**src/dsa_pkg.sv**
```systemverilog
// Shared types and codes of the descriptor slot allocator.
// Used by the controller, the datapath and the top level; depends on nothing.
`default_nettype none

package dsa_pkg;

	typedef enum logic [1:0] {
		OP_ALLOC  = 2'd0,
		OP_FREE   = 2'd1,
		OP_UPDATE = 2'd2,
		OP_QUERY  = 2'd3
	} op_t;

	typedef enum logic [1:0] {
		ST_OK      = 2'd0,
		ST_INVALID = 2'd1,
		ST_OOM     = 2'd2
	} status_t;

	typedef enum logic [1:0] {
		S_CLEAR,
		S_IDLE,
		S_EXEC
	} ctrl_state_t;

	typedef struct packed {
		op_t         opcode;
		logic [15:0] slot_index;
		logic [31:0] texture_handle;
	} req_t;

	typedef struct packed {
		status_t     status;
		logic [9:0]  granted_slot;
		logic        is_allocated;
		logic        write_valid;
		logic [9:0]  write_slot;
		logic [31:0] write_texture;
	} rsp_t;

	typedef struct packed {
		logic clear_step;
		logic accept;
		logic exec;
	} dp_cmd_t;

	typedef struct packed {
		logic clear_last;
		logic out_free;
	} dp_sts_t;

endpackage

`default_nettype wire

```
**src/dsa_ctrl.sv**
```systemverilog
// Controller of the descriptor slot allocator: clearing pass, accept, execute.
// Uses types from dsa_pkg; drives dsa_dp through command and status structs.
`default_nettype none

module dsa_ctrl (
	input  wire logic             clk,
	input  wire logic             arst_n,
	input  wire logic             req_valid,
	output logic                  req_ready,
	input  wire dsa_pkg::dp_sts_t sts,
	output dsa_pkg::dp_cmd_t      cmd
);

	dsa_pkg::ctrl_state_t state_q, state_d;

	always_ff @(posedge clk or negedge arst_n) begin
		if (!arst_n) begin
			state_q <= dsa_pkg::S_CLEAR;
		end else begin
			state_q <= state_d;
		end
	end

	always_comb begin
		state_d        = state_q;
		req_ready      = 1'b0;
		cmd.clear_step = 1'b0;
		cmd.accept     = 1'b0;
		cmd.exec       = 1'b0;
		case (state_q)
			dsa_pkg::S_CLEAR: begin
				cmd.clear_step = 1'b1;
				if (sts.clear_last) begin
					state_d = dsa_pkg::S_IDLE;
				end
			end
			dsa_pkg::S_IDLE: begin
				req_ready  = 1'b1;
				cmd.accept = req_valid;
				if (req_valid) begin
					state_d = dsa_pkg::S_EXEC;
				end
			end
			dsa_pkg::S_EXEC: begin
				// hold until the result register can take the answer
				cmd.exec = sts.out_free;
				if (sts.out_free) begin
					state_d = dsa_pkg::S_IDLE;
				end
			end
			default: begin
				state_d = dsa_pkg::S_CLEAR;
			end
		endcase
	end

endmodule

`default_nettype wire

```
**config.mk**
```make
export PLATFORM = sky130hd
export DESIGN_NAME = dsa_ctrl
export DESIGN_NICKNAME = d
export VERILOG_FILES = /design/src/dsa_pkg.sv /design/src/dsa_ctrl.sv
export SDC_FILE = /design/constraint.sdc
export NUM_CORES = 1
export LEC_CHECK = 0
export ABC_AREA = 1
export ABC_CLOCK_PERIOD_IN_PS = 1600
export BUFFER_PORTS_ARGS = -buffer_cell sky130_fd_sc_hd__buf_2
export CAP_MARGIN = 20
export CORE_AREA = 2 2 39 41
export CTS_BUF_LIST = sky130_fd_sc_hd__clkbuf_8
export DETAILED_ROUTE_END_ITERATION = 10
export DIE_AREA = 0 0 41 43
export PLACE_DENSITY_LB_ADDON = 0.15
export SLEW_MARGIN = 20
export SYNTH_ARGS = -nofsm -noshare
export SYNTH_HDL_FRONTEND = slang
export SYNTH_SLANG_ARGS = --single-unit
```
**constraint.sdc**
```tcl
create_clock -name clk -period 1.6 [get_ports clk]
set_input_delay 0 -clock clk [delete_from_list [all_inputs] [get_ports clk]]
set_output_delay 0 -clock clk [all_outputs]
set_load 0.02 [all_outputs]
```
==> impl_metrics.ini <==
[logic_synthesis]
ys_seq_area_frac = 0.435
synth_area_um2 = 115
synth_fp_nets = 23
syn-instance-count = 18
ys_ff_latch = 2
synth_cell_types = 8
yosys_warnings = 0
syn_area_per_cell_um2 = 6.40

[drt]
wirelength_um = 302
firstDrtPassIters = 4
vias = 134
via_per_inst = 2.91
avgRoutedWirePerCell_um = 6.57
drc = 0
ant_nets = 0
drtIter0Drc = 5

[cts]
postCtsSetupRepairBufs = 0
htree_num_levels = 1
numCtsBuffers = 3
clk_pin_slew_ns = 0.03
clockBufferDepth = 2
insertion_delay_ns = 0.21
cts_tree = built
clockRootBuffer = clkbuf_8
cts_hold_buf = 1
cts_resized = 0
cts_sinks = 2

[sta]
tightest_slew_ns = 0.156
skew_ns = 0.00186
slew_headroom = 0.895
setup_viol = 0
period_minus_slack_ns = 1.00
setup-tns-final_ns = 0
fmax_ghz = 0.998
fin_crit_sh = 0.626
slew_violations = 0
hold_viol_final = 0
rsz0062_at_grt = false

[worst_setup_path]
slowest_stage = dfrtp_1
cp.arrival_ns = 1.00
crit_fanout = 3
cpLargestDelayFamily = flip-flops
r2r_slack_ns = 0.78
timing.rr.start = state_q[0]$_DFFE_PN0P_
critPathKind = reg -> out
slowest_delay_ns = 0.38
crit_buf_inv = 2
r2r-end = state_q[0]$_DFFE_PN0P_
path_cells = inv_1 > nand2_1 > nor2_1 > buf_2
start_kind = flip-flop
worstRegToRegCells = 4
critPathRequiredTime_ns = 1.60
endpoint_kind = primary output

[final_layout]
nets = 37
n_antenna_cell = 0
largest_register = state_q
drive_gt1_frac = 0.367
top_regs = state_q: 2 flops
fin_util = 0.164
largest_reg_flops = 2
layout_commonest_cell = buf_2
layout_common_cells = buf_2 (8), inv_1 (6), nor2_1 (3), nand2_1 (3), clkbuf_8 (3)
areaGrowthSynthToFinish_pct = 96.7

[global_route]
antenna_found_initial = 0
grt_pass1_vias = 91
grt_usage = 0.0371
grt_pass1_wl_um = 379
grt_overflow = 0
grt_max_degree = 5

[floorplan]
die_w_um = 41
initial_core_util = 0.0832
core-area_um2 = 1380
fp.dieArea_um2 = 1760
io_pins = 9
fp-row-count = 14
die_height_um = 43

[power_and_ir_drop]
p_leak_nw = 0.137
peakVddDrop_v = 0.000622
power.density_nw_per_um2 = 2130

[status]
status = finished, final reports clean

[placed_design]
port_buffers = 8
dp.final_hpwl_um = 238
routabilityCongestion = 0.541

[run]
maxCapViolCount = 0

[hold_path]
hold_path.class = in -> async
## cells in the mapped netlist, drive strengths merged
| library cell | n | area share |
|---|---|---|
| a21oi | 1 | 0.043 |
| dfrtp | 2 | 0.43 |
| inv | 6 | 0.20 |
| nand2 | 3 | 0.098 |
| nand3 | 1 | 0.043 |
| nor2 | 3 | 0.098 |
| nor3 | 1 | 0.043 |
| o21ai | 1 | 0.043 |
## layout make-up
type,count,area (um2)
multi-input combinational,10,42.5
sequential,2,50.0
clock buffer,3,41.3
timing repair buffer,9,50.0
fill,153,1160
tap,16,20.0
inverter,6,22.5
## how the worst max path moves through the flow
| stage | startpoint | to | slack (ns) | cells after the start |
|---|---|---|---|---|
| after global placement | state_q[0]$_DFFE_PN0P_ | state_q[0]$_DFFE_PN0P_ | 0.77 | 4 |
| after floorplan | state_q[0]$_DFFE_PN0P_ | state_q[0]$_DFFE_PN0P_ | 0.57 | 4 |
| after global routing | state_q[1]$_DFFE_PN0P_ | cmd[1] | 0.53 | 4 |
| after CTS | state_q[1]$_DFFE_PN0P_ | cmd[1] | 0.58 | 4 |
| final | state_q[1]$_DFFE_PN0P_ | cmd[1] | 0.60 | 4 |
| after detailed placement | state_q[1]$_DFFE_PN0P_ | state_q[1]$_DFFE_PN0P_ | 0.78 | 3 |
## metal layers
metal / vias up / wire length (um) / global-route usage
met2: 9 / 76 / 0.0188
met5: - / 0 / 0
met4: 0 / 0 / 0.0200
li1: 77 / - / -
met1: 48 / 168 / 0.0611
met3: 0 / 57 / 0.0471
## where the power goes
part / switching, W / leakage [nW] / internal (W)
Clock: 0.0000347 / 0.0216 / 0.000159
Sequential: 0.0000218 / 0.0245 / 0.0000759
Combinational: 0.000128 / 0.0906 / 0.0000639
## kinds of logic (layout without fill, tap and decap cells)
group | after synthesis | after routing | synth area share
flops | 2 | 2 | 0.435
compound gates | 2 | 2 | 0.0869
simple gates | 8 | 8 | 0.283
buf+inv | 6 | 18 | 0.196
## metrics by stage
step	area [um2]	worst slack, ns	hold WS (ns)	power [W]	std cells
final	226	0.598	0.109	0.000483	46
after global routing	226	0.529	0.120	0.000530	46
after CTS	226	0.578	0.105	0.000496	46
after detailed placement	175	0.778	-0.211	0.000292	42
after global placement	175	0.773	-0.214	0.000293	42
after floorplan	115	0.573	-0.296	0.000227	18
Power figures use the tool's default switching activity.
